File: src/rtl/core/sbc_pkg.sv
// Shared types and constants for the sphere-box contact pipeline.
package sbc_pkg;

  localparam int unsigned SQRT_STAGES = 30;
  localparam int unsigned DIV_STAGES  = 15;
  localparam int unsigned FRONT_STAGES = 4;
  localparam int unsigned LATENCY = FRONT_STAGES + SQRT_STAGES + DIV_STAGES + 1;
  localparam logic [14:0] NORMAL_ONE = 15'd16384;

  typedef struct packed {
    logic [47:0] box_max_offset;
    logic [47:0] box_min_offset;
    logic [47:0] box_position;
    logic [15:0] sphere_radius;
    logic [47:0] sphere_center;
  } in_t;

  typedef struct packed {
    logic        hit;
    logic [47:0] contact_point;
    logic [47:0] contact_normal;
    logic [15:0] penetration_depth;
  } out_t;

  // Sideband that travels with each word down the pipe.
  typedef struct packed {
    logic             hit;
    logic             zero;
    logic [15:0]      radius;
    logic [47:0]      center;
    logic [47:0]      point;
    logic [2:0]       neg;
    logic [2:0][15:0] dabs;
    logic [31:0]      dist2;
  } ctx_t;

endpackage

File: src/rtl/core/sbc_front.sv
// Clamp, delta, squares and hit compare: four register stages.
module sbc_front (
  input  logic          clk,
  input  logic          rst_n,
  input  logic          vld_in,
  input  sbc_pkg::in_t  data_in,
  output logic          vld_out,
  output sbc_pkg::ctx_t ctx_out
);

  logic [3:0] vld_r;

  // stage 1
  logic signed [2:0][16:0] c1_r, q1_r;
  logic signed [2:0][16:0] q1_nxt;
  logic [15:0]             rad1_r;
  // stage 2
  logic [2:0][17:0] abs2_r, abs2_nxt;
  logic [2:0]       neg2_r, neg2_nxt;
  logic [47:0]      pt2_r, pt2_nxt;
  logic [47:0]      cen2_r;
  logic [15:0]      rad2_r;
  // stage 3
  logic [2:0][35:0] sq3_r;
  logic [31:0]      r2_3_r;
  logic [2:0][15:0] dabs3_r;
  logic [2:0]       neg3_r;
  logic [47:0]      pt3_r, cen3_r;
  logic [15:0]      rad3_r;
  // stage 4
  sbc_pkg::ctx_t ctx4_r, ctx4_nxt;

  always_comb begin
    logic signed [16:0] c, lo, hi, q;
    for (int k = 0; k < 3; k++) begin
      c  = 17'($signed(data_in.sphere_center[16*k +: 16]));
      lo = 17'($signed(data_in.box_position[16*k +: 16]))
         + 17'($signed(data_in.box_min_offset[16*k +: 16]));
      hi = 17'($signed(data_in.box_position[16*k +: 16]))
         + 17'($signed(data_in.box_max_offset[16*k +: 16]));
      q = (c < lo) ? lo : c;
      if (q > hi) q = hi;
      q1_nxt[k] = q;
    end
  end

  always_comb begin
    logic signed [17:0] d;
    logic signed [16:0] q;
    for (int k = 0; k < 3; k++) begin
      q = q1_r[k];
      d = 18'($signed(c1_r[k])) - 18'(q);
      neg2_nxt[k] = d[17];
      abs2_nxt[k] = d[17] ? 18'(-d) : 18'(d);
      if (q > 17'sd32767)       pt2_nxt[16*k +: 16] = 16'h7fff;
      else if (q < -17'sd32768) pt2_nxt[16*k +: 16] = 16'h8000;
      else                      pt2_nxt[16*k +: 16] = q[15:0];
    end
  end

  always_comb begin
    logic [35:0] sum;
    sum = sq3_r[0] + sq3_r[1] + sq3_r[2];
    ctx4_nxt.hit    = sum <= {4'd0, r2_3_r};
    ctx4_nxt.zero   = sum == 36'd0;
    ctx4_nxt.radius = rad3_r;
    ctx4_nxt.center = cen3_r;
    ctx4_nxt.point  = pt3_r;
    ctx4_nxt.neg    = neg3_r;
    ctx4_nxt.dabs   = dabs3_r;
    ctx4_nxt.dist2  = sum[31:0];
  end

  always_ff @(posedge clk) begin
    if (!rst_n) begin
      vld_r <= '0;
    end else begin
      vld_r <= {vld_r[2:0], vld_in};
    end
  end

  always_ff @(posedge clk) begin
    for (int k = 0; k < 3; k++) begin
      c1_r[k]    <= 17'($signed(data_in.sphere_center[16*k +: 16]));
      sq3_r[k]   <= 36'(abs2_r[k]) * 36'(abs2_r[k]);
      dabs3_r[k] <= abs2_r[k][15:0];
    end
    q1_r    <= q1_nxt;
    rad1_r  <= data_in.sphere_radius;
    abs2_r  <= abs2_nxt;
    neg2_r  <= neg2_nxt;
    pt2_r   <= pt2_nxt;
    cen2_r  <= {c1_r[2][15:0], c1_r[1][15:0], c1_r[0][15:0]};
    rad2_r  <= rad1_r;
    r2_3_r  <= 32'(rad2_r) * 32'(rad2_r);
    neg3_r  <= neg2_r;
    pt3_r   <= pt2_r;
    cen3_r  <= cen2_r;
    rad3_r  <= rad2_r;
    ctx4_r  <= ctx4_nxt;
  end

  assign vld_out = vld_r[3];
  assign ctx_out = ctx4_r;

endmodule

File: config.mk
export PLATFORM = sky130hd
export DESIGN_NAME = sbc_front
export DESIGN_NICKNAME = d
export VERILOG_FILES = /design/src/rtl/core/sbc_pkg.sv /design/src/rtl/core/sbc_front.sv
export SDC_FILE = /design/constraint.sdc
export NUM_CORES = 2
export LEC_CHECK = 0
export ABC_CLOCK_PERIOD_IN_PS = 6400
export BUFFER_PORTS_ARGS = -buffer_cell sky130_fd_sc_hd__buf_2
export CORE_MARGIN = 1
export CORE_UTILIZATION = 50
export DETAILED_ROUTE_END_ITERATION = 16
export GPL_TIMING_DRIVEN = 0
export PLACE_DENSITY = 0.82
export REMOVE_ABC_BUFFERS = 1
export SYNTH_ARGS = -nofsm -noshare
export SYNTH_HDL_FRONTEND = slang
export SYNTH_SLANG_ARGS = --single-unit
export TNS_END_PERCENT = 10
File: constraint.sdc
create_clock -name clk -period 6.4 [get_ports clk]
set_input_delay 0.64 -clock clk [delete_from_list [all_inputs] [get_ports clk]]
set_output_delay 0.64 -clock clk [all_outputs]
set_load 0.03 [all_outputs]
==> flow_metrics.env <==
export IMPL_synthesis_area_mm2=0.0636
export IMPL_syn_area_per_cell_um2=9.78
export IMPL_path_delay_family="adder cells"
export IMPL_report_final_hold_viol_count=0
export IMPL_route_top_layer_used="met4"
export IMPL_finalSetupViolCount=2
export IMPL_status="finished with violations"
export IMPL_yosysWarningCount=0
export IMPL_rsz0062_at_grt="true"
export IMPL_cts_sinks=780
export IMPL_slew_violations=0
export IMPL_relSlewSlack=0.306
export IMPL_postRouteAntennaNets=0
export IMPL_crit_path_cell_trace="clkinvlp_4 -> buf_6 -> fa_1 -> inv_1 -> fa_1 -> fa_1 -> ha_4 -> fa_1 -> fa_1 -> ha_2 -> or3_4 -> o221ai_2 -> a21o_1 -> a211o_1 -> a31oi_4 -> a31oi_4 -> a21oi_4 -> and3_4 -> or4_4 -> a2111o_1 -> o211a_1"
export IMPL_vias_per_cell=5.29
export IMPL_required_ps=6960
export IMPL_drc=0
export IMPL_route_met2_wl_um=73500
export IMPL_grt_pass1_wl_um=235000
export IMPL_synth_top_cell_by_area="fa_1"
export IMPL_die_x_um=359
export IMPL_synth_sequential_area_ratio=0.245
export IMPL_numPortBuffers=408
export IMPL_grt_pass1_vias=48552
export IMPL_first_pass_iters=8
export IMPL_maxCapViolCount=0
export IMPL_synthFlopType="dfxtp_1"
export IMPL_period_minus_slack_ps=6520
export IMPL_coreArea_mm2=0.126
export IMPL_critPathBufInv=3
export IMPL_cts_buffer_depth=3
export IMPL_start_util=0.505
export IMPL_arrival_ps=7090
export IMPL_dp_hpwl_um=115000
export IMPL_synth_edf_count=0
export IMPL_worst_slew_pin_slew_ps=1020
export IMPL_worst_hold_slack_ps=52.4
export IMPL_postLayoutSetupSlackWorst_ps=-123
export IMPL_yosysTopAreaCellShare=0.270
export IMPL_cpMaxStageDelayCell="fa_1"
export IMPL_antenna_found_initial=4
export IMPL_ys_seq_elements=780
export IMPL_hold_path_class="input port to flip-flop"
export IMPL_netlist_instances=6507
export IMPL_path_class="flip-flop to flip-flop"
export IMPL_cts_root_buf="clkbuf_16"
export IMPL_fin_crit_sh=1.02
export IMPL_rows=130
export IMPL_place_gp_congestion=0.900
export IMPL_drive_gt1_frac=0.122
export IMPL_met3RoutedLength_um=9050
export IMPL_vias=46022
export IMPL_clk_pin_slew_ps=70
export IMPL_critPathMaxStageDelay_ps=610
export IMPL_end_kind="flip-flop"
export IMPL_yosys_top_cells_area="fa_1 27%, dfxtp_1 25%, ha_1 15%"
export IMPL_wire_per_inst_um=16.8
export IMPL_dieArea_mm2=0.129
export IMPL_htreeDepth=3
export IMPL_fmax_ghz=0.153
export IMPL_met1_length_um=58000
export IMPL_ys_types=81
export IMPL_area_delta_synth_final_pct=13.4
export IMPL_async_reset_ff_frac=0
export IMPL_overflow=0
export IMPL_crit_path_frequent_cell="fa_1"
export IMPL_nets=8801
export IMPL_start_kind="flip-flop"
export IMPL_io_pins=409
export IMPL_routed_wl_um=147000
export IMPL_cts_buffers=84
export IMPL_clk_latency_ps=700
export IMPL_finClkSkew_ps=29.4
export IMPL_die_y_um=359
export IMPL_crit_fanout=3
export IMPL_cts_tree="yes"
export IMPL_violations="setup timing"
export IMPL_grt_max_degree=24
export IMPL_drt_iter0_drc=2776
export IMPL_grtUsageTotal=0.227
export IMPL_fill_cells=10252
## through the flow
stage / instances / cell area, um2 / worst slack (ps) / setup TNS (ps) / util
final: 8708 / 72100 / -123 / -176 / 0.573
after global routing: 8708 / 72100 / -278 / -3300 / 0.573
after CTS: 8660 / 71200 / -44.9 / -93.4 / 0.565
after detailed placement: 8462 / 67400 / -1700 / -65930 / 0.535
after global placement: 8458 / 67300 / -3060 / -142740 / 0.535
after floorplan: 6400 / 63200 / -1350 / -46350 / -
## cell type report
cell class	count	area (um2)	area share
antenna	2	5.00	0.0000694
clock buffer	102	2280	0.0316
inverter	1395	5280	0.0731
tap	1650	2060	0.0286
sequential	780	15800	0.220
clock inverter	50	732	0.0101
timing repair buffer	502	2880	0.0399
multi-input combinational	4227	43100	0.597
## cell usage in the layout (no fill, tap or decap), drive strengths merged, types with 27 or more instances in the layout
cell type,netlist,final
fa,859,859
buf,4,495
dfxtp,780,780
mux2i,33,33
xor2,105,105
or3,27,27
nor2b,60,60
a31oi,36,36
nand2b,41,41
o21ai,143,143
inv,1390,1394
o21a,52,52
clkbuf,104,103
nand3,63,63
and2,252,252
nand2,435,435
a211oi,28,28
and3,34,34
ha,741,741
nor2,292,292
o21bai,32,32
a21oi,244,244
nand4,29,29
xnor2,221,221
mux2,35,35
a21o,137,139
nor3,80,80
## worst reg2reg max path, stage by stage, from the launching register on
cell	delay, ps
dfxtp_4	390
clkinvlp_4	140
buf_6	140
fa_1	530
inv_1	60
fa_1	500
fa_1	610
ha_4	220
fa_1	560
fa_1	430
ha_2	190
or3_4	400
o221ai_2	190
a21o_1	150
a211o_1	220
a31oi_4	140
a31oi_4	250
a21oi_4	90
and3_4	180
or4_4	490
a2111o_1	370
o211a_1	170
## routing by layer
metal | GRT usage | vias to the layer above
li1 | - | 21518
met1 | 0.274 | 22655
met2 | 0.399 | 1466
met3 | 0.0372 | 383
met4 | 0.0919 | 0
met5 | 0 | -
## worst paths after layout
check               from  slack, ps   endpoint  cells past startpoint
max           abs2_r[24]       -120  sq3_r[71]                     21
min          data_in[52]         50  rad1_r[4]                      1
max reg2reg   abs2_r[24]       -120  sq3_r[71]                     21
min reg2reg     pt2_r[5]        320   pt3_r[5]                      0
## state kept, by name, summed over array words and instances (netlist names)
signal    flops
r2_3_r       30
sq3_r       102
pt3_r        48
q1_r         51
rad2_r       16
cen3_r       48
cen2_r       48
abs2_r       54
ctx4_nxt     48
c1_r         48
neg2_r        3
pt2_r        48
rad3_r       16
rad1_r       16
ctx_out     197
vld_r         4
neg3_r        3
## kinds of logic (layout without fill, tap and decap cells)
logic type / count (synthesis) / in the layout / share of synthesized area
compound gates: 821 / 823 / 0.0839
xor+xnor: 326 / 326 / 0.0450
fa+ha+maj: 1618 / 1618 / 0.419
buf+inv: 1503 / 2049 / 0.0887
flops: 780 / 780 / 0.245
mux: 68 / 68 / 0.0114
other cells: 2 / 5 / 0.000118
simple gates: 1389 / 1389 / 0.106
## synthesized netlist by cell type, types with 7 or more instances
master / instances
mux2_1: 21
a2111oi_0: 13
o2111ai_1: 10
clkbuf_1: 104
ha_1: 741
o21bai_1: 32
o21a_1: 52
nand4_1: 29
a211oi_1: 28
a21o_1: 137
o41ai_1: 9
mux2i_1: 33
or3_1: 27
nor4_1: 14
mux2_2: 14
nor2_1: 292
nand3b_1: 7
or2_1: 7
nand2b_1: 41
dfxtp_1: 780
o211ai_1: 16
nor2b_1: 60
a211o_1: 10
a31oi_1: 36
xor2_1: 104
nand2_1: 435
xnor2_1: 221
o21ai_1: 85
nor3_1: 80
and3_1: 34
or2_2: 13
a21oi_1: 244
inv_1: 1384
o31a_1: 7
o21ai_0: 58
nor3b_1: 7
maj3_1: 18
or4_1: 10
a21boi_1: 11
fa_1: 859
and2_1: 252
nand3_1: 63
o31ai_1: 11
## what timing repair did
item,CTS,global route
hold buffers,6,0
hold endpoints to repair,6,0
resized for setup,143,128
endpoints found under the setup margin,83,74
gates cloned,0,3
pin swaps,9,52
buffers inserted,40,43
Power is left out: the tool's default activity adds up to more than one toggle a clock period on the data nets, which glitch-free logic cannot reach.
